## config.mk

```make
export PLATFORM = sky130hd
export DESIGN_NAME = header_framed_crc32_receiver_unit_flat
export DESIGN_NICKNAME = d
export VERILOG_FILES = /design/src/rtl/hcr_pkg.sv /design/src/rtl/hcr_if.sv /design/src/rtl/hcr_front.sv /design/src/rtl/hcr_cmd_queue.sv /design/src/rtl/hcr_back.sv /design/src/rtl/header_framed_crc32_receiver_unit.sv /design/src/flat_wrapper.sv
export SDC_FILE = /design/constraint.sdc
export NUM_CORES = 1
export LEC_CHECK = 0
export BUFFER_PORTS_ARGS = -buffer_cell sky130_fd_sc_hd__buf_2
export CORE_MARGIN = 2
export CORE_UTILIZATION = 50
export CTS_CLUSTER_SIZE = 28
export DETAILED_ROUTE_END_ITERATION = 10
export PLACE_DENSITY = 0.69
export SLEW_MARGIN = 20
export SYNTH_ARGS = -nofsm -noshare
export SYNTH_HDL_FRONTEND = slang
export SYNTH_SLANG_ARGS = --single-unit
```

## constraint.sdc

```tcl
create_clock -name clk -period 9.55 [get_ports clk]
set_input_delay 0 -clock clk [delete_from_list [all_inputs] [get_ports clk]]
set_output_delay 0 -clock clk [all_outputs]
set_load 0.03 [all_outputs]
```

## src/rtl/hcr_pkg.sv

```systemverilog
// Shared types, constants and the byte-wide CRC-32 step for the header-framed
// CRC-32 receiver. No dependencies; every other file depends on this package.
package hcr_pkg;

  localparam int PAYLOAD_BYTES = 68;
  localparam int HEADER_LEN    = 6;
  localparam int CRC_LEN       = 4;
  localparam int INDEX_W       = 7;
  localparam int HDR_W         = 8 * HEADER_LEN;
  localparam int CRC_W         = 32;

  localparam logic [HDR_W-1:0] HEADER_RESET = 48'h486561646572;
  localparam logic [CRC_W-1:0] CRC_POLY     = 32'hEDB88320;
  localparam logic [CRC_W-1:0] CRC_INIT     = 32'hFFFFFFFF;

  // Command queue between the front and the back; depth is a power of two.
  localparam int QUEUE_DEPTH = 4;
  localparam int QPTR_W      = $clog2(QUEUE_DEPTH);
  localparam int QCNT_W      = $clog2(QUEUE_DEPTH + 1);

  typedef enum logic [3:0] {
    PH_HUNT = 4'b0001,
    PH_HEAD = 4'b0010,
    PH_DATA = 4'b0100,
    PH_CRC  = 4'b1000
  } hcr_phase_t;

  typedef enum logic [1:0] {
    OP_DATA   = 2'd0,
    OP_CRC    = 2'd1,
    OP_REJECT = 2'd2
  } hcr_op_t;

  typedef enum logic [1:0] {
    KIND_PAYLOAD   = 2'd0,
    KIND_FRAME_END = 2'd1,
    KIND_REJECT    = 2'd2
  } hcr_kind_t;

  // One classified item: payload byte with its index, CRC byte with its
  // position, or a header rejection.
  typedef struct packed {
    hcr_op_t              op;
    logic [7:0]           data;
    logic [INDEX_W-1:0]   index;
  } hcr_cmd_t;

  typedef struct packed {
    logic     push;
    hcr_cmd_t cmd;
  } hcr_push_t;

  typedef struct packed {
    logic     valid;
    hcr_cmd_t cmd;
  } hcr_head_t;

  function automatic logic [7:0] hdr_byte(input logic [HDR_W-1:0] pattern,
                                          input logic [2:0] pos);
    logic [7:0] b;
    case (pos)
      3'd0:    b = pattern[47:40];
      3'd1:    b = pattern[39:32];
      3'd2:    b = pattern[31:24];
      3'd3:    b = pattern[23:16];
      3'd4:    b = pattern[15:8];
      3'd5:    b = pattern[7:0];
      default: b = 8'h00;
    endcase
    return b;
  endfunction

  // Reflected CRC-32, one byte: eight shift steps on a 32-bit value.
  function automatic logic [CRC_W-1:0] crc_byte(input logic [CRC_W-1:0] crc_in,
                                                input logic [7:0] b);
    logic [CRC_W-1:0] c;
    c = crc_in ^ {24'h000000, b};
    for (int i = 0; i < 8; i++) begin
      if (c[0]) c = (c >> 1) ^ CRC_POLY;
      else      c = c >> 1;
    end
    return c;
  endfunction

endpackage

```

## src/rtl/hcr_if.sv

```systemverilog
// Valid/ready channel interfaces for received bytes and result items.
// Depends on hcr_pkg for field widths.
interface hcr_byte_if;
  logic       valid;
  logic       ready;
  logic [7:0] rx_byte;

  modport source (output valid, output rx_byte, input ready);
  modport sink   (input valid, input rx_byte, output ready);
endinterface

interface hcr_result_if;
  logic                        valid;
  logic                        ready;
  logic [1:0]                  kind;
  logic [7:0]                  data;
  logic [hcr_pkg::INDEX_W-1:0] index;
  logic                        crc_ok;

  modport source (output valid, output kind, output data, output index,
                  output crc_ok, input ready);
  modport sink   (input valid, input kind, input data, input index,
                  input crc_ok, output ready);
endinterface

```

## src/rtl/hcr_front.sv

```systemverilog
// Front end: accepts bytes, hunts and checks the header, classifies the rest
// into commands for the queue. Depends on hcr_pkg.
module hcr_front (
  input  logic                       clk,
  input  logic                       rst,
  input  logic                       cfg_we,
  input  logic [hcr_pkg::HDR_W-1:0]  cfg_wdata,
  input  logic                       accept,
  input  logic [7:0]                 rx_byte,
  output hcr_pkg::hcr_push_t         push_out
);
  import hcr_pkg::*;

  logic [HDR_W-1:0]   header_pattern;
  hcr_phase_t         phase, phase_next;
  logic [INDEX_W-1:0] byte_count, byte_count_next;
  logic               matched, matched_next;
  logic               byte_ok;

  always_ff @(posedge clk) begin
    if (rst) begin
      header_pattern <= HEADER_RESET;
    end else if (cfg_we) begin
      header_pattern <= cfg_wdata;
    end
  end

  always_comb begin
    phase_next      = phase;
    byte_count_next = byte_count;
    matched_next    = matched;
    push_out        = '0;
    push_out.cmd.op = OP_DATA;
    byte_ok         = (rx_byte == hdr_byte(header_pattern, byte_count[2:0]));
    if (accept) begin
      unique case (phase)
        PH_HUNT: begin
          if (rx_byte == hdr_byte(header_pattern, 3'd0)) begin
            phase_next      = PH_HEAD;
            byte_count_next = INDEX_W'(1);
            matched_next    = 1'b1;
          end
        end
        PH_HEAD: begin
          if (byte_count == INDEX_W'(HEADER_LEN - 1)) begin
            byte_count_next = '0;
            matched_next    = 1'b1;
            if (matched && byte_ok) begin
              phase_next = PH_DATA;
            end else begin
              phase_next      = PH_HUNT;
              push_out.push   = 1'b1;
              push_out.cmd.op = OP_REJECT;
            end
          end else begin
            byte_count_next = byte_count + INDEX_W'(1);
            matched_next    = matched & byte_ok;
          end
        end
        PH_DATA: begin
          push_out.push       = 1'b1;
          push_out.cmd.op     = OP_DATA;
          push_out.cmd.data   = rx_byte;
          push_out.cmd.index  = byte_count;
          if (byte_count == INDEX_W'(PAYLOAD_BYTES - 1)) begin
            phase_next      = PH_CRC;
            byte_count_next = '0;
          end else begin
            byte_count_next = byte_count + INDEX_W'(1);
          end
        end
        PH_CRC: begin
          push_out.push       = 1'b1;
          push_out.cmd.op     = OP_CRC;
          push_out.cmd.data   = rx_byte;
          push_out.cmd.index  = byte_count;
          if (byte_count == INDEX_W'(CRC_LEN - 1)) begin
            phase_next      = PH_HUNT;
            byte_count_next = '0;
          end else begin
            byte_count_next = byte_count + INDEX_W'(1);
          end
        end
        default: begin
          phase_next      = PH_HUNT;
          byte_count_next = '0;
          matched_next    = 1'b1;
        end
      endcase
    end
  end

  always_ff @(posedge clk) begin
    if (rst) begin
      phase      <= PH_HUNT;
      byte_count <= '0;
      matched    <= 1'b1;
    end else begin
      phase      <= phase_next;
      byte_count <= byte_count_next;
      matched    <= matched_next;
    end
  end

  a_head_count: assert property (@(posedge clk) disable iff (rst)
    (phase == PH_HEAD) |-> (byte_count != '0 && byte_count < INDEX_W'(HEADER_LEN)))
    else $error("header byte count out of range");

endmodule

```

## src/rtl/hcr_cmd_queue.sv

```systemverilog
// Short command queue between front and back; the head is read combinationally
// from the entry registers. Depends on hcr_pkg.
module hcr_cmd_queue (
  input  logic               clk,
  input  logic               rst,
  input  hcr_pkg::hcr_push_t push_in,
  input  logic               pop,
  output logic               full,
  output hcr_pkg::hcr_head_t head
);
  import hcr_pkg::*;

  hcr_cmd_t          entries [QUEUE_DEPTH];
  logic [QPTR_W-1:0] wr_ptr, rd_ptr;
  logic [QCNT_W-1:0] count;
  logic              do_pop;

  assign full       = (count == QCNT_W'(QUEUE_DEPTH));
  assign head.valid = (count != '0);
  assign head.cmd   = entries[rd_ptr];
  assign do_pop     = pop && head.valid;

  always_ff @(posedge clk) begin
    if (push_in.push) begin
      entries[wr_ptr] <= push_in.cmd;
    end
  end

  always_ff @(posedge clk) begin
    if (rst) begin
      wr_ptr <= '0;
      rd_ptr <= '0;
      count  <= '0;
    end else begin
      if (push_in.push) wr_ptr <= wr_ptr + QPTR_W'(1);
      if (do_pop)       rd_ptr <= rd_ptr + QPTR_W'(1);
      case ({push_in.push, do_pop})
        2'b10:   count <= count + QCNT_W'(1);
        2'b01:   count <= count - QCNT_W'(1);
        default: count <= count;
      endcase
    end
  end

  a_no_overflow: assert property (@(posedge clk) disable iff (rst)
    push_in.push |-> !full)
    else $error("push into full command queue");

  a_pop_moves_ptr: assert property (@(posedge clk) disable iff (rst)
    (do_pop && !push_in.push) |=> (count == $past(count) - QCNT_W'(1)))
    else $error("queue count did not drop on pop");

endmodule

```

## src/rtl/hcr_back.sv

```systemverilog
// Back end: runs the CRC over payload commands, collects the received CRC and
// drives the result register. Depends on hcr_pkg and hcr_result_if.
module hcr_back (
  input  logic               clk,
  input  logic               rst,
  input  hcr_pkg::hcr_head_t head,
  output logic               pop,
  hcr_result_if.source       result
);
  import hcr_pkg::*;

  logic [CRC_W-1:0] running_crc;
  logic [23:0]      received_crc;
  logic             out_valid;
  logic [1:0]       out_kind;
  logic [7:0]       out_data;
  logic [INDEX_W-1:0] out_index;
  logic             out_ok;
  logic             can_load;
  logic             emits;
  logic             crc_last;

  assign can_load = !out_valid || result.ready;
  assign crc_last = (head.cmd.index[1:0] == 2'(CRC_LEN - 1));

  always_comb begin
    case (head.cmd.op)
      OP_CRC:  emits = crc_last;
      default: emits = 1'b1;
    endcase
  end

  assign pop = head.valid && (!emits || can_load);

  always_ff @(posedge clk) begin
    if (rst) begin
      out_valid   <= 1'b0;
      running_crc <= CRC_INIT;
    end else begin
      if (result.ready) out_valid <= 1'b0;
      if (pop) begin
        case (head.cmd.op)
          OP_DATA: begin
            running_crc <= crc_byte(running_crc, head.cmd.data);
            out_valid   <= 1'b1;
          end
          OP_CRC: begin
            if (crc_last) begin
              running_crc <= CRC_INIT;
              out_valid   <= 1'b1;
            end
          end
          default: out_valid <= 1'b1;
        endcase
      end
    end
  end

  // Collect the first three CRC bytes; the fourth is compared straight from
  // the command.
  always_ff @(posedge clk) begin
    if (pop && head.cmd.op == OP_CRC) begin
      case (head.cmd.index[1:0])
        2'd0:    received_crc[7:0]   <= head.cmd.data;
        2'd1:    received_crc[15:8]  <= head.cmd.data;
        2'd2:    received_crc[23:16] <= head.cmd.data;
        default: received_crc        <= received_crc;
      endcase
    end
  end

  // Load the result register only for commands that produce an item; hold
  // a waiting result while silent CRC bytes drain past it.
  always_ff @(posedge clk) begin
    if (pop && emits) begin
      out_kind  <= KIND_REJECT;
      out_data  <= 8'h00;
      out_index <= '0;
      out_ok    <= 1'b0;
      case (head.cmd.op)
        OP_DATA: begin
          out_kind  <= KIND_PAYLOAD;
          out_data  <= head.cmd.data;
          out_index <= head.cmd.index;
        end
        OP_CRC: begin
          out_kind <= KIND_FRAME_END;
          out_ok   <= ({head.cmd.data, received_crc} == ~running_crc);
        end
        default: out_kind <= KIND_REJECT;
      endcase
    end
  end

  assign result.valid  = out_valid;
  assign result.kind   = out_kind;
  assign result.data   = out_data;
  assign result.index  = out_index;
  assign result.crc_ok = out_ok;

  a_non_payload_zero: assert property (@(posedge clk) disable iff (rst)
    (result.valid && result.kind != KIND_PAYLOAD) |->
      (result.data == 8'h00 && result.index == '0))
    else $error("non-payload result carries data or index");

endmodule

```

## src/rtl/header_framed_crc32_receiver_unit.sv

```systemverilog
// Header-framed CRC-32 receiver, top level. Depends on hcr_pkg, hcr_if,
// hcr_front, hcr_cmd_queue and hcr_back.
//
// Throughput: one byte per cycle while the command queue has room; the
//   byte-wide CRC step in the back end and the header compare in the front
//   end are both combinational. Result path: a byte that causes a result
//   reaches the result channel through its command queue entry, then the
//   result register; rx.ready drops only while the four-entry command queue is full.
// Reset (rst, synchronous, active high): hunt for a header, empty the queue,
//   drop any pending result, set the CRC to all ones and the header pattern
//   to "Header".
module header_framed_crc32_receiver_unit (
  input  logic                      clk,
  input  logic                      rst,
  input  logic                      cfg_we,
  input  logic [hcr_pkg::HDR_W-1:0] cfg_wdata,
  hcr_byte_if.sink                  rx,
  hcr_result_if.source              result
);
  import hcr_pkg::*;

  hcr_push_t push;
  hcr_head_t head;
  logic      queue_full;
  logic      pop;
  logic      accept;

  // Accept a byte whenever the queue has room, even for bytes that
  // turn into no command; the back end drains the queue on its own.
  assign rx.ready = !queue_full;
  assign accept   = rx.valid && rx.ready;

  // Classify: hunt, header check, payload index, CRC byte position.
  hcr_front u_front (
    .clk       (clk),
    .rst       (rst),
    .cfg_we    (cfg_we),
    .cfg_wdata (cfg_wdata),
    .accept    (accept),
    .rx_byte   (rx.rx_byte),
    .push_out  (push)
  );

  // Decouple the two halves so a stalled result does not stall the link until the queue is full.
  hcr_cmd_queue u_queue (
    .clk     (clk),
    .rst     (rst),
    .push_in (push),
    .pop     (pop),
    .full    (queue_full),
    .head    (head)
  );

  // Carry out commands: CRC update, CRC collection, result register.
  hcr_back u_back (
    .clk    (clk),
    .rst    (rst),
    .head   (head),
    .pop    (pop),
    .result (result)
  );

endmodule
```

## src/flat_wrapper.sv

```systemverilog
// flat-port wrapper written by rule: the top's interface ports become plain ports
module header_framed_crc32_receiver_unit_flat import hcr_pkg::*;
  (clk, rst, cfg_we, cfg_wdata, rx_valid, rx_rx_byte, rx_ready, result_valid, result_kind, result_data, result_index, result_crc_ok, result_ready);
  hcr_byte_if rx_i ();
  hcr_result_if result_i ();
  input  logic clk;
  input  logic rst;
  input  logic cfg_we;
  input  logic [hcr_pkg::HDR_W-1:0] cfg_wdata;
  input wire logic [$bits(rx_i.valid)-1:0] rx_valid;
  input wire logic [$bits(rx_i.rx_byte)-1:0] rx_rx_byte;
  output wire logic [$bits(rx_i.ready)-1:0] rx_ready;
  output wire logic [$bits(result_i.valid)-1:0] result_valid;
  output wire logic [$bits(result_i.kind)-1:0] result_kind;
  output wire logic [$bits(result_i.data)-1:0] result_data;
  output wire logic [$bits(result_i.index)-1:0] result_index;
  output wire logic [$bits(result_i.crc_ok)-1:0] result_crc_ok;
  input wire logic [$bits(result_i.ready)-1:0] result_ready;
  assign rx_i.valid = rx_valid;
  assign rx_i.rx_byte = rx_rx_byte;
  assign rx_ready = rx_i.ready;
  assign result_valid = result_i.valid;
  assign result_kind = result_i.kind;
  assign result_data = result_i.data;
  assign result_index = result_i.index;
  assign result_crc_ok = result_i.crc_ok;
  assign result_i.ready = result_ready;
  header_framed_crc32_receiver_unit u_core (.clk(clk), .rst(rst), .cfg_we(cfg_we), .cfg_wdata(cfg_wdata), .rx(rx_i), .result(result_i));
endmodule
```

======== Word-level counts from Yosys, hierarchy flattened ========
Memory sizes are Yosys's and may differ from the RTL's. A register that Yosys moved wholly into a read port is not among the register bits.
Index checks and enable logic that the tools add are counted.
word-level totals
  bits in registers ....................... 142
  bits of input ports ..................... 61
  bits in writable memories ............... 68
  memories ................................ 1
  word-level logic and storage cells ...... 150
  output and inout bits ................... 20
operators by class
  equal/unequal tests ..................... 27
  bitwise operators ....................... 12
  multiplexer cells ....................... 64
  add/subtract/negate cells ............... 5
  reductions and logical operators ........ 25
memory list
  memory                  depth  width  read ports  clocked after memory_dff  wr ports  line                 RTL
  u_core.u_queue.entries  4      17     1           1                         1         hcr_cmd_queue.sv:13  hcr_cmd_t entries [QUEUE_DEPTH];
operators with widths
  cell                                                              number
  32-bit 2-to-1 mux                                                 30
  13-bit inverter with 14-bit output                                8
  32-bit one-hot mux with 2 select lines                            1
  8-bit one-hot mux with 6 select lines                             1
  32-bit == test                                                    1
  32-bit inverter                                                   1
  32-bit by 8-bit XOR with 32-bit output                            1
  7-bit 2-to-1 mux                                                  4
  7-bit one-hot mux with 4 select lines                             1
  18-bit 2-to-1 mux                                                 1
  8-bit == test                                                     2
  4-bit 2-to-1 mux                                                  4
  8-bit 2-to-1 mux                                                  2
  4-bit one-hot mux with 4 select lines                             1
  15-bit 2-to-1 mux                                                 1
  2-bit inequality test (second input constant)                     5
  3-bit == test (second input constant)                             3
  1-bit 2-to-1 mux                                                  9
  3-bit 2-to-1 mux                                                  3
  3-bit one-hot mux with 3 select lines                             1
  2-bit AND reduction                                               4
  7-bit by 1-bit adder with 7-bit output (second input constant)    1
  7-bit by 2-bit == test with 1-bit output (second input constant)  1
  7-bit by 3-bit == test with 1-bit output (second input constant)  1
  other kinds (28)                                                  46

======== Longest topological paths before layout ========
Gate-level depths: netlist of run 1.
  depth in word-level cells ............... 40
  depth in mapped cells ................... 17
  depth with buffers taken out ............ 15

======== Cells and area by module ========
A second synthesis of run 1 with hierarchy kept.
unflattened totals
  cells, all modules ...................... 828
  area, all modules ....................... 10324.9 um^2
by module, submodules not included
  module                             times used  cells an instance  area an instance (um^2)  seq. area each (um^2)
  hcr_back                           1           300                3902.5                   1921.8
  hcr_front                          1           389                3470.8                   1201.2
  hcr_cmd_queue                      1           137                2941.6                   2222.1
  header_framed_crc32_receiver_unit  1           2                  10.0                     0.0

======== Worst setup path before layout of run 1 ========
Ideal clock, no wire load.
  path type ............................... register to register
  from .................................... register u_core.u_front.byte_count[0]
  to ...................................... register u_core.u_queue.count[2]
  setup slack ............................. 5.947 ns
  data arrival time ....................... 3.532 ns
  data required time ...................... 9.479 ns
  cell stages (with the launch flop) ...... 17
  buffers on the path ..................... 1
  cells stage by stage .................... dfxtp_1 -> inv_1 -> ha_1 -> clkbuf_1 -> a222oi_1 -> o211ai_1 -> xnor2_1 -> nand4b_1 -> nor4_1 -> o21bai_1 -> inv_1 -> ha_1 -> inv_1 -> fa_1 -> xor2_1 -> or3_1 -> a21oi_1
on the way
  cells in the longest elaborated chain, start to end .. 10
  elaborated cells on any way between the ends .. 18
  classes of those cells .................. eq/ne (9); mux (6); reduce/logical (3)
ends and longest elaborated chain
  element                                                                             line                 RTL
  start, declared                                                                     hcr_front.sv:16      logic [INDEX_W-1:0] byte_count, byte_count_next;
  start signal, assigned                                                              hcr_front.sv:100     byte_count <= byte_count_next;
  3-bit == test (tied with other cells)                                               hcr_pkg.sv:61        case (pos)
  8-bit one-hot mux with 6 select lines                                               hcr_pkg.sv:61
  8-bit == test                                                                       hcr_front.sv:34      byte_ok = (rx_byte == hdr_byte(header_pattern, byte_count[2:0]));
  1-bit logical AND                                                                   hcr_front.sv:48      if (matched && byte_ok) begin
  3-bit 2-to-1 mux                                                                    hcr_front.sv:48
  3-bit 2-to-1 mux (*)                                                                hcr_front.sv:45      if (byte_count == INDEX_W'(HEADER_LEN - 1)) begin
  3-bit one-hot mux with 3 select lines (*)                                           hcr_front.sv:36      unique case (phase)
  18-bit 2-to-1 mux (*)                                                               hcr_front.sv:35      if (accept) begin
  2-bit by 1-bit == test with 1-bit output / 2-bit == test (equally long branches)    hcr_cmd_queue.sv:37  case ({push_in.push, do_pop})
  3-bit one-hot mux with 2 select lines / 2-bit nonzero test (equally long branches)  --
  end signal, assigned                                                                hcr_cmd_queue.sv:38  2'b10: count <= count + QCNT_W'(1);
  end signal, assigned                                                                hcr_cmd_queue.sv:39  2'b01: count <= count - QCNT_W'(1);
  end signal, assigned                                                                hcr_cmd_queue.sv:40  default: count <= count;
  end, declared                                                                       hcr_cmd_queue.sv:15  logic [QCNT_W-1:0] count;
Mark *: on every way between the ends. The rest lies on a longest branch, timed or not.
A chain may end at the register's enable or synchronous reset.

======== Worst setup path after layout of run 1 ========
  from .................................... register u_core.u_front.byte_count[2]
  to ...................................... register u_core.u_queue.count[2]
Same word-level chain as after synthesis.

==> results of run 1 <==
## layout make-up
| cell class | count | share of cell area, % |
|---|---|---|
| repair buffers | 146 | 8.85 |
| well taps | 265 | 2.82 |
| inverters | 14 | 0.447 |
| flip-flops and latches | 212 | 45.4 |
| clock buffers | 35 | 5.98 |
| clock inverters | 9 | 0.681 |
| multi-input cells | 522 | 35.8 |
## worst max-delay path: cells and delay by family, from the launching register on
| kind | cells | cell delay [ns] |
|---|---|---|
| buffers and inverters | 3 | 0.45 |
| AOI/OAI and AO/OA | 5 | 0.94 |
| xor gates and xnor gates | 2 | 0.34 |
| and+or+nand+nor | 2 | 0.96 |
| adders and majority gates | 3 | 0.99 |
| DFF | 1 | 0.88 |
## power by group through the flow
stage / Combinational (mW) / Sequential [mW] / Clock (mW)
2_1_floorplan: 0.761 / 1.17 / 0
3_5_place_dp: 1.03 / 1.10 / 0
5_1_grt: 1.14 / 1.09 / 0.951
6_report: 1.06 / 1.08 / 0.899
3_3_place_gp: 1.03 / 1.10 / 0
4_1_cts: 1.06 / 1.08 / 0.915
## logic make-up after synthesis
family	Yosys count	share of synthesized area [%]
AND/OR/NAND/NOR	229	12.6
flip-flops	212	54.4
XOR/XNOR	124	13.3
AO/OA/AOI/OAI	103	7.52
buffers and inverters	56	2.74
multiplexers	55	7.87
adder cells (fa/ha/maj)	11	1.48
## sequential cells by signal, indices dropped and copies added, names as in the netlist, named ones only
| register | flops |
|---|---|
| u_core.u_back.received_crc | 24 |
| u_core.u_back.result.crc_ok | 1 |
| u_core.u_back.result.data | 8 |
| u_core.u_back.result.index | 7 |
| u_core.u_back.result.kind | 2 |
| u_core.u_back.result.valid | 1 |
| u_core.u_back.running_crc | 32 |
| u_core.u_front.byte_count | 7 |
| u_core.u_front.header_pattern | 48 |
| u_core.u_front.matched | 1 |
| u_core.u_front.phase | 4 |
| u_core.u_queue.count | 3 |
| u_core.u_queue.entries | 68 |
| u_core.u_queue.rd_ptr | 2 |
| u_core.u_queue.wr_ptr | 2 |
## stage by stage
step	hold slack, ns	cell area [µm²]	cells	setup slack, ns	power [mW]
floorplan	0.122	9820	790	5.95	1.93
finish	0.0510	11800	1203	4.91	3.04
global placement	0.209	10400	1101	5.12	2.13
detailed placement	0.215	10400	1101	4.96	2.14
CTS	0.0245	11800	1203	4.94	3.06
global route	0.0389	11800	1203	4.40	3.19
## synthesized netlist by cell type, drive strengths merged (2+ instances only)
cell    count  share of area, %
nand2      13              0.50
or2         2              0.13
a32o        2              0.20
o21ai       2              0.10
nand2b     21               1.3
clkbuf     24              0.92
a221oi      2              0.18
a21oi      27               1.4
nor2       76               2.9
mux2        4              0.46
nor3b       4              0.36
a22oi       7              0.53
mux4       15               3.7
nand4b      2              0.18
a32oi       4              0.36
a211o      21               1.9
inv        14              0.53
nor3       12              0.61
o22ai      16               1.0
ha         10               1.3
a41oi       2              0.18
nor4b       7              0.69
xnor2      67               8.0
a222oi      3              0.31
o21a        5              0.38
and3        2              0.13
o31a        2              0.18
xor2       56               5.1
nand3       7              0.36
nand4      10              0.64
nor2b      25               1.7
dfxtp     102                21
o21bai      3              0.23
and2       35               2.2
edfxtp    110                34
nor4        8              0.51
a211oi      5              0.43
mux2i      36               3.7
buf        18               1.3
## repair_timing
action / CTS / global route
hold buffers: 58 / 0
setup endpoints to repair: 0 / 0
hold endpoints to repair: 94 / 0
## worst min-delay path by stage
stage,from,end,slack [ns],cells past startpoint
after floorplan,cfg_wdata[10],u_core.u_front.header_pattern[10],0.12,1
after global placement,cfg_wdata[6],u_core.u_front.header_pattern[6],0.21,2
after detailed placement,cfg_wdata[34],u_core.u_front.header_pattern[34],0.21,2
after CTS,rx_rx_byte[3],u_core.u_queue.entries[1][10],0.02,2
after global routing,rx_rx_byte[3],u_core.u_queue.entries[3][10],0.04,2
final,rx_rx_byte[3],u_core.u_queue.entries[0][10],0.05,2
## placed cells by master, fill, tap and decap left out, types with 8 or more instances in the layout
master / count
nand4_1: 10
nor4_1: 8
xnor2_4: 8
edfxtp_1: 110
inv_1: 14
dfxtp_1: 102
buf_4: 8
mux4_1: 8
ha_1: 10
nand2_1: 13
o22ai_1: 16
nor2_1: 76
xor2_1: 54
dlygate4sd3_1: 58
a21oi_1: 27
and2_1: 34
mux2i_1: 36
nand2b_1: 21
a211o_1: 21
nor3_1: 12
buf_2: 80
nor2b_1: 24
clkbuf_16: 25
xnor2_1: 53
## layer usage
layer | part of all wire [%] | wire length, µm
met2 | 47 | 10300
met1 | 46 | 10000
met4 | 2.9 | 638
met3 | 4.7 | 1030
met5 | 0 | 0
==> metrics, run 1 <==
Leak=4.31 nW; Routed WL=22,000 µm; Critical Path AT=5.07 ns; worst min path class=in -> reg; die area=20,800 µm²; TritonCTS clock tree=built; Switching Power=995 µW; Int Pwr=2.04 mW; port bufs=80; sequential area share after synthesis=54.4%; Reg-to-Reg End=u_core.u_queue.count[2]; number of synthesized flops with an enable pin=110; Die Ht=144 µm; Netlist Area Pre-Place=9820 µm²; CTS Buffer Depth=3; post-CTS resize count=0; last element of the critical path=u_core.u_queue.count[2]; Synthesized Nets=862; CP Launch Type=flip-flop; H-tree depth=1; DRT iter0 DRCs=361; Setup TNS Final=0 ns; DR pass1 iterations=5; reg2reg start=u_core.u_front.byte_count[2]; Area Growth Syn to Fin=19.7%; combinational power share=34.8%; Top-Level Pins=81; Final Hold Vio Count=0; GRT met2 Usage=36.1%; Synth Instances=790; length in cells of the worst reg-to-reg path=15; postcts setup bufs=0; Core Area=19,400 µm²; Max Cap Violations=0; Peak VDD IR=about 0.13 mV; first-pass GRT wire length=34,700 µm; Overflow after GRT=0; GRT Resource Usage Total=21.7%; antenna cell count=0; Worst Tran Pin Value=about 1.1 ns; CP max stage cell=dfxtp_1; Initial Util=50.6%; Reg clk slew, reported paths=about 0.070 ns; CP cell instances=inv_1, ha_1, a32oi_1, o221ai_1, xnor2_1, o21ai_0, nor4_1, o21bai_1, inv_1, ha_1, inv_1, fa_1, xor2_1, or3_1, a21oi_1; register area=between 5000 and 6000 µm²; Inserted Clock Buffers=24; Setup crit end kind=flip-flop; grt peak-use layer=met2; vias in the first global route=6,390; largest net degree at the start of global routing=85; WS Path Type=reg -> reg; CTS sink cnt=~210; R2R Setup Slk=4.91 ns; ys flop type=edfxtp_1; post-DP HPWL=14,000 µm; layout cells sized above 1=17.2%; GP Congestion=between 0.8 and 0.9; RSZ-0062 raised after global routing=no; Syn Area/Cell=about 12 µm²; via/cell ratio=between 5 and 6; CP startpoint=u_core.u_front.byte_count[2]; Yosys reg bits=212; pins over their slew limit=0; Ys Warns=0; final net count=992; final setup violation count=0; fin crit period=4.64 ns; critical-path maximum fanout=25; Die Wd=144 µm; Util after Layout=60.6%; Sw Share=32.8%; met1 Usage GRT=29.6%; clock network power share=29.6%; final worst path period share=48.6%; met3 GRT Util=3.44%; Seq pwr share=a little over a third; CP max stage delay=0.88 ns; clock insertion delay at the later pin of the skew report=0.51 ns; Wirelength per Cell=18.3 µm; post-synthesis async set-or-reset flop share=0%; post-synthesis cell type count=61; Max Freq=about 0.22 GHz; multi-input logic area=about 4200 µm²; CTS root buffer=clkbuf_16; Pwr Density=258 nW/µm²; Top cell by count, worst path=inv_1; site row count=51; Clock Skew=0.0113 ns; initial antenna violation count=0; remaining antenna violation count=0; Via Count=6,390; relative slew slack=28.9%; CP Data Required Time=9.98 ns; # DRC=0; Fillers=1,587; status=finished clean
(Power assumes the default switching activity.)
==> inputs of run 2 (changes only) <==
Clock period 9.55 ns to 4.82 ns, I/O delays scaled along.
==> metrics, run 2 (synthesized netlist as in run 1, its figures left out) <==
status=finished clean; H-tree depth=1 (unchanged); Max Cap Violations=0 (unchanged); Setup crit end kind=flip-flop; RSZ-0062 raised after global routing=no; Peak VDD IR=0.240 mV (+90%); die area=20,800 µm² (unchanged); remaining antenna violation count=0 (unchanged); CP max stage delay=0.45 ns (-0.43 ns); Initial Util=50.6% (unchanged); post-CTS resize count=0 (unchanged); Seq pwr share=36.2% (+0.6 points); Die Ht=144 µm (unchanged); final setup violation count=0 (unchanged); Top-Level Pins=81 (unchanged); Routed WL=21,500 µm (-2.2%); largest net degree at the start of global routing=69 (-19%); initial antenna violation count=0 (unchanged); Max Freq=0.258 GHz (+20%); antenna cell count=0 (unchanged); Reg clk slew, reported paths=0.06 ns (about the same); Post-Layout Cell Count=1,204 (+0.083%); clock insertion delay at the later pin of the skew report=0.51 ns (about the same); Setup TNS Final=0 ns (unchanged); TritonCTS clock tree=built; final net count=995 (+0.30%); Worst Tran Pin Value=0.908 ns (-0.153 ns); Switching Power=1.95 mW (+96%); final worst path period share=80.3% (+32 points); Util after Layout=60.5% (-0.13 points); relative slew slack=39.4% (+10 points); worst min path class=in -> reg; Overflow after GRT=0 (unchanged); fin crit period=3.87 ns (-0.765 ns); Int Pwr=3.97 mW (+94%); Wirelength per Cell=17.9 µm (-2.3%); Top cell by count, worst path=inv_1; Final Hold Vio Count=0 (unchanged); GP Congestion=0.873 (+6.9%); first-pass GRT wire length=34,300 µm (-1.0%); Critical Path AT=4.31 ns (-0.76 ns); CP Launch Type=flip-flop; CP Data Required Time=5.25 ns (-4.73 ns); dpl cells=1,105 (+0.36%); Die Wd=144 µm (unchanged); Clock Skew=0.0128 ns (+0.00145 ns); combinational power share=35.2% (+0.4 points); WS Path Type=reg -> reg; critical-path maximum fanout=16 (-36%); port bufs=80 (unchanged); commonest non-fill, non-tap cells in the layout=edfxtp_1 (110), dfxtp_1 (102), buf_2 (80), nor2_1 (76), dlygate4sd3_1 (58); CTS sink cnt=212 (unchanged); DRT iter0 DRCs=312 (-14%); GRT Resource Usage Total=21.4% (-0.31 points); Via Count=6,339 (-0.80%); largest registers=u_core.u_queue.entries: 68 flops, u_core.u_front.header_pattern: 48 flops, u_core.u_back.running_crc: 32 flops; via/cell ratio=5.26 (-0.88%); site row count=51 (unchanged); layout cells sized above 1=17.4% (+0.19 points); Pwr Density=504 nW/µm² (+95%); Area Growth Syn to Fin=19.5%; CP cell instances=inv_1, ha_1, a222oi_1, o211ai_1, xnor2_1, nand4b_1, nor4_1, buf_4, o21bai_1, inv_1, ha_1, inv_1, fa_1, xor2_1, or3_1, a21oi_1; Core Area=19,400 µm² (unchanged); max reg flops=68 (unchanged); post-DP HPWL=14,400 µm (+2.2%); CTS Buffer Depth=3 (unchanged); most common cell after layout, fill and taps aside=edfxtp_1; CP max stage cell=dfxtp_1; clock network power share=28.6% (-1.0 points); Inserted Clock Buffers=23 (-4.2%); # DRC=0 (unchanged); DR pass1 iterations=5 (unchanged); pins over their slew limit=0 (unchanged); Biggest register=u_core.u_queue.entries; Sw Share=32.9% (+0.18 points); vias in the first global route=6,203 (-2.9%); CTS root buffer=clkbuf_16; Leak=4.31 nW (-0.10%)
-- run 2: cell types whose count changed in the layout (fill, tap and decap cells not counted) --
cell        previous run  this run
clkbuf_1               6         1
buf_4                  8        12
clkbuf_8               4         0
clkinv_1               0         4
clkbuf_16             25        23
clkinv_4               1         3
bufinv_16              1         2
clkinvlp_2             0         1
clkinvlp_4             1         0
inv_6                  1         2
-- run 2: worst max-delay path: cells and delay by family (launching register included) --
family / cells / cell delay (ns)
buffers and inverters: 4 / 0.47
AOI/OAI and AO/OA: 4 / 0.82
xor gates and xnor gates: 2 / 0.30
adders and majority gates: 3 / 1.01
DFF: 1 / 0.45
and+or+nand+nor: 3 / 0.75
-- run 2: worst paths after layout --
path	start	end	slack [ns]	cells after the start
worst min register to register	u_core.u_front.header_pattern[3]	u_core.u_front.header_pattern[3]	0.50	2
worst min-delay path	rx_rx_byte[3]	u_core.u_queue.entries[2][10]	0.05	2
worst max register to register	u_core.u_front.byte_count[0]	u_core.u_queue.count[2]	0.95	16
worst max-delay path	u_core.u_front.byte_count[0]	u_core.u_queue.count[2]	0.95	16
-- run 2: layout make-up --
cell class              count  area (µm²)
fillers                  1553        7660
flip-flops and latches    212        5350
multi-input cells         522        4210
repair buffers            150        1070
clock buffers              24         579
well taps                 265         332
clock inverters            17         149
inverters                  14        52.6
-- run 2: metal layers --
| metal | up-vias | GRT usage [%] | part of all wire [%] |
|---|---|---|---|
| met2 | 171 | 35.6 | 47 |
| met1 | 3026 | 29.9 | 46 |
| met5 | - | 0 | 0 |
| met4 | 0 | 5.01 | 1.8 |
| li1 | 3112 | - | - |
| met3 | 30 | 3.21 | 4.9 |
-- run 2: through the flow --
stage / setup slack (ns) / hold WS (ns) / cell area, µm² / total power [mW]
floorplan: 1.22 / 0.122 / 9820 / 3.83
global placement: 1.10 / 0.209 / 10400 / 4.22
detailed placement: 0.981 / 0.214 / 10400 / 4.22
CTS: 0.967 / 0.0205 / 11700 / 5.96
global route: 0.527 / 0.0269 / 11700 / 6.22
finish: 0.949 / 0.0497 / 11700 / 5.92
-- run 2: timing repair --
action / in CTS / in global routing
hold endpoints to repair: 96 / 0
setup buffers: 0 / 0
hold buffers: 58 / 0
-- run 2: power by group through the flow --
stage	Combinational [mW]	Clock, mW	Sequential [mW]
floorplan	1.51	0	2.32
global placement	2.04	0	2.18
detailed placement	2.04	0	2.18
CTS	2.09	1.73	2.14
global route	2.25	1.81	2.16
finish	2.08	1.69	2.14
==> inputs of run 3 (changes only) <==
Clock period 4.82 ns to 4 ns, I/O delays scaled along.
==> metrics, run 3 (synthesized netlist as in run 1, its figures left out) <==
status=finished clean; H-tree depth=1 (unchanged); Crit path buffers/inverters=4 (unchanged); DR pass1 iterations=5 (unchanged); Crit path depth=16 (unchanged); vias in the first global route=6,292 (+1.4%); Inserted Clock Buffers=23 (unchanged); fin crit period=3.73 ns (-0.141 ns); Clock Skew=0.0155 ns (+0.00276 ns); # DRC=0 (unchanged); DRT iter0 DRCs=425 (+36%); WS Path Type=reg -> reg; CP Launch Type=flip-flop; clock insertion delay at the later pin of the skew report=0.50 ns (about the same); Die Ht=144 µm (unchanged); critical-path maximum fanout=8 (-8); GRT Resource Usage Total=21.8% (+0.34 points); Setup TNS Final=0 ns (unchanged); final worst path period share=93.3% (+13 points); GP Congestion=0.837 (-4.1%); Max Freq=0.268 GHz (+3.8%); relative slew slack=46.4% (+6.9 points); die area=20,800 µm² (unchanged); final net count=1,000 (+0.50%); CP max stage cell=dfxtp_1; length in cells of the worst reg-to-reg path=16 (unchanged); CP max stage delay=0.44 ns (about the same); Sw Share=32.1% (-0.79 points); Leak=4.35 nW (+0.91%); Top-Level Pins=81 (unchanged); Max Cap Violations=0 (unchanged); TritonCTS clock tree=built; Critical Path AT=4.15 ns (-0.16 ns); max reg flops=68 (unchanged); Setup crit end kind=flip-flop; largest net degree at the start of global routing=49 (-29%); Routed WL=21,900 µm (+1.7%); CP cell instances=inv_1, ha_1, a222oi_1, o211ai_1, xnor2_1, nand4b_1, nor4_1, buf_4, o21bai_1, inv_1, ha_1, inv_1, fa_1, xor2_1, or3_1, a21oi_1; site row count=51 (unchanged); Int Pwr=4.92 mW (+24%); Worst Tran Pin Value=0.794 ns (-0.114 ns); remaining antenna violation count=0 (unchanged); final setup violation count=0 (unchanged); final non-filler cell area=11,800 µm² (+0.56%); CTS sink cnt=212 (unchanged); Initial Util=50.6% (unchanged); post-DP HPWL=14,600 µm (+1.6%); most common cell after layout, fill and taps aside=edfxtp_1; Top cell by count, worst path=inv_1; pins over their slew limit=0 (unchanged); Reg clk slew, reported paths=0.06 ns (about the same); first-pass GRT wire length=34,800 µm (+1.4%); layout cells sized above 1=17.9% (+0.49 points); initial antenna violation count=0 (unchanged); combinational power share=35.1% (about the same); Cell Area, Placed=10,500 µm² (+0.58%); hold depth=4 (+2); Final Hold Vio Count=0 (unchanged); Biggest register=u_core.u_queue.entries; CTS Buffer Depth=3 (unchanged); worst min path class=in -> reg; RSZ-0062 raised after global routing=no; Core Area=19,400 µm² (unchanged); Overflow after GRT=0 (unchanged); antenna cell count=0 (unchanged); Area Growth Syn to Fin=20.2%; Via Count=6,385 (+0.73%); Switching Power=2.33 mW (+20%); via/cell ratio=5.29 (+0.56%); Wirelength per Cell=18.1 µm (+1.5%); CTS root buffer=clkbuf_16; kind of cell adding the most delay to the critical path=adder cells; Pwr Density=614 nW/µm² (+22%); largest registers=u_core.u_queue.entries: 68 flops, u_core.u_front.header_pattern: 48 flops, u_core.u_back.running_crc: 32 flops; clock network power share=29.2% (+0.6 points); Seq pwr share=35.7% (-0.5 points); Die Wd=144 µm (unchanged); port bufs=80 (unchanged); Peak VDD IR=0.299 mV (+24%); commonest non-fill, non-tap cells in the layout=edfxtp_1 (110), dfxtp_1 (102), buf_2 (80), nor2_1 (76), dlygate4sd3_1 (55); CP Data Required Time=4.41 ns (-0.84 ns)
## run 3: cell count changes in the layout (fill, tap and decap cells not counted), moves of 3 or more
cell and change:
clkinv_2 -4, clkbuf_8 +3, clkinv_4 -3, buf_4 +8, dlygate4sd3_1 -3, clkbuf_1 +3
## run 3: what timing repair did
action,in CTS,in global routing
endpoints found under the setup margin,0,1
hold buffers,55,0
setup buffers,0,0
hold endpoints to repair,71,0
resized for setup,0,1
## run 3: cell type report
| type | count | area [µm²] |
|---|---|---|
| sequential | 212 | 5350 |
| tap | 265 | 332 |
| fill | 1545 | 7590 |
| timing repair buffer | 155 | 1100 |
| inverter | 14 | 52.6 |
| clock buffer | 32 | 682 |
| multi-input combinational | 522 | 4210 |
| clock inverter | 6 | 80.1 |
## run 3: power groups by stage
stage / sequential [mW] / combinational (mW) / clock [mW]
after floorplan: 2.79 / 1.82 / 0
after global placement: 2.63 / 2.48 / 0
after detailed placement: 2.63 / 2.50 / 0
after CTS: 2.58 / 2.55 / 2.16
after global routing: 2.60 / 2.73 / 2.26
final: 2.58 / 2.55 / 2.12
## run 3: metrics by stage
step	util (%)	total power [mW]	instances	setup WS (ns)	hold WS, ns
floorplan	-	4.61	790	0.397	0.122
finish	60.8	7.24	1206	0.270	0.0351
global placement	54.1	5.11	1113	0.437	0.208
CTS	60.8	7.29	1206	0.253	0.0142
detailed placement	54.1	5.13	1113	0.257	0.211
global route	60.8	7.59	1206	0.0366	0.0305
## run 3: worst min-delay path, cell delays in order
cell	delay (ns)
buf_2	0.13
inv_1	0.05
a211oi_1	0.07
a211oi_1	0.21
## run 3: routing by layer
layer / GRT usage, % / wire length, µm / vias to the layer above
met4: 5.21 / 403 / 0
met3: 2.95 / 1040 / 26
li1: - / - / 3125
met2: 35.5 / 10400 / 182
met1: 31.1 / 10100 / 3052
met5: 0 / 0 / -
## run 3: worst paths after layout
path / start / to / slack [ns]
worst min-delay path: rx_valid / u_core.u_front.phase[1] / 0.04
worst max-delay path: u_core.u_front.byte_count[0] / u_core.u_queue.count[2] / 0.27
worst max register to register: u_core.u_front.byte_count[0] / u_core.u_queue.count[2] / 0.27
worst min register to register: u_core.u_front.header_pattern[3] / u_core.u_front.header_pattern[3] / 0.50
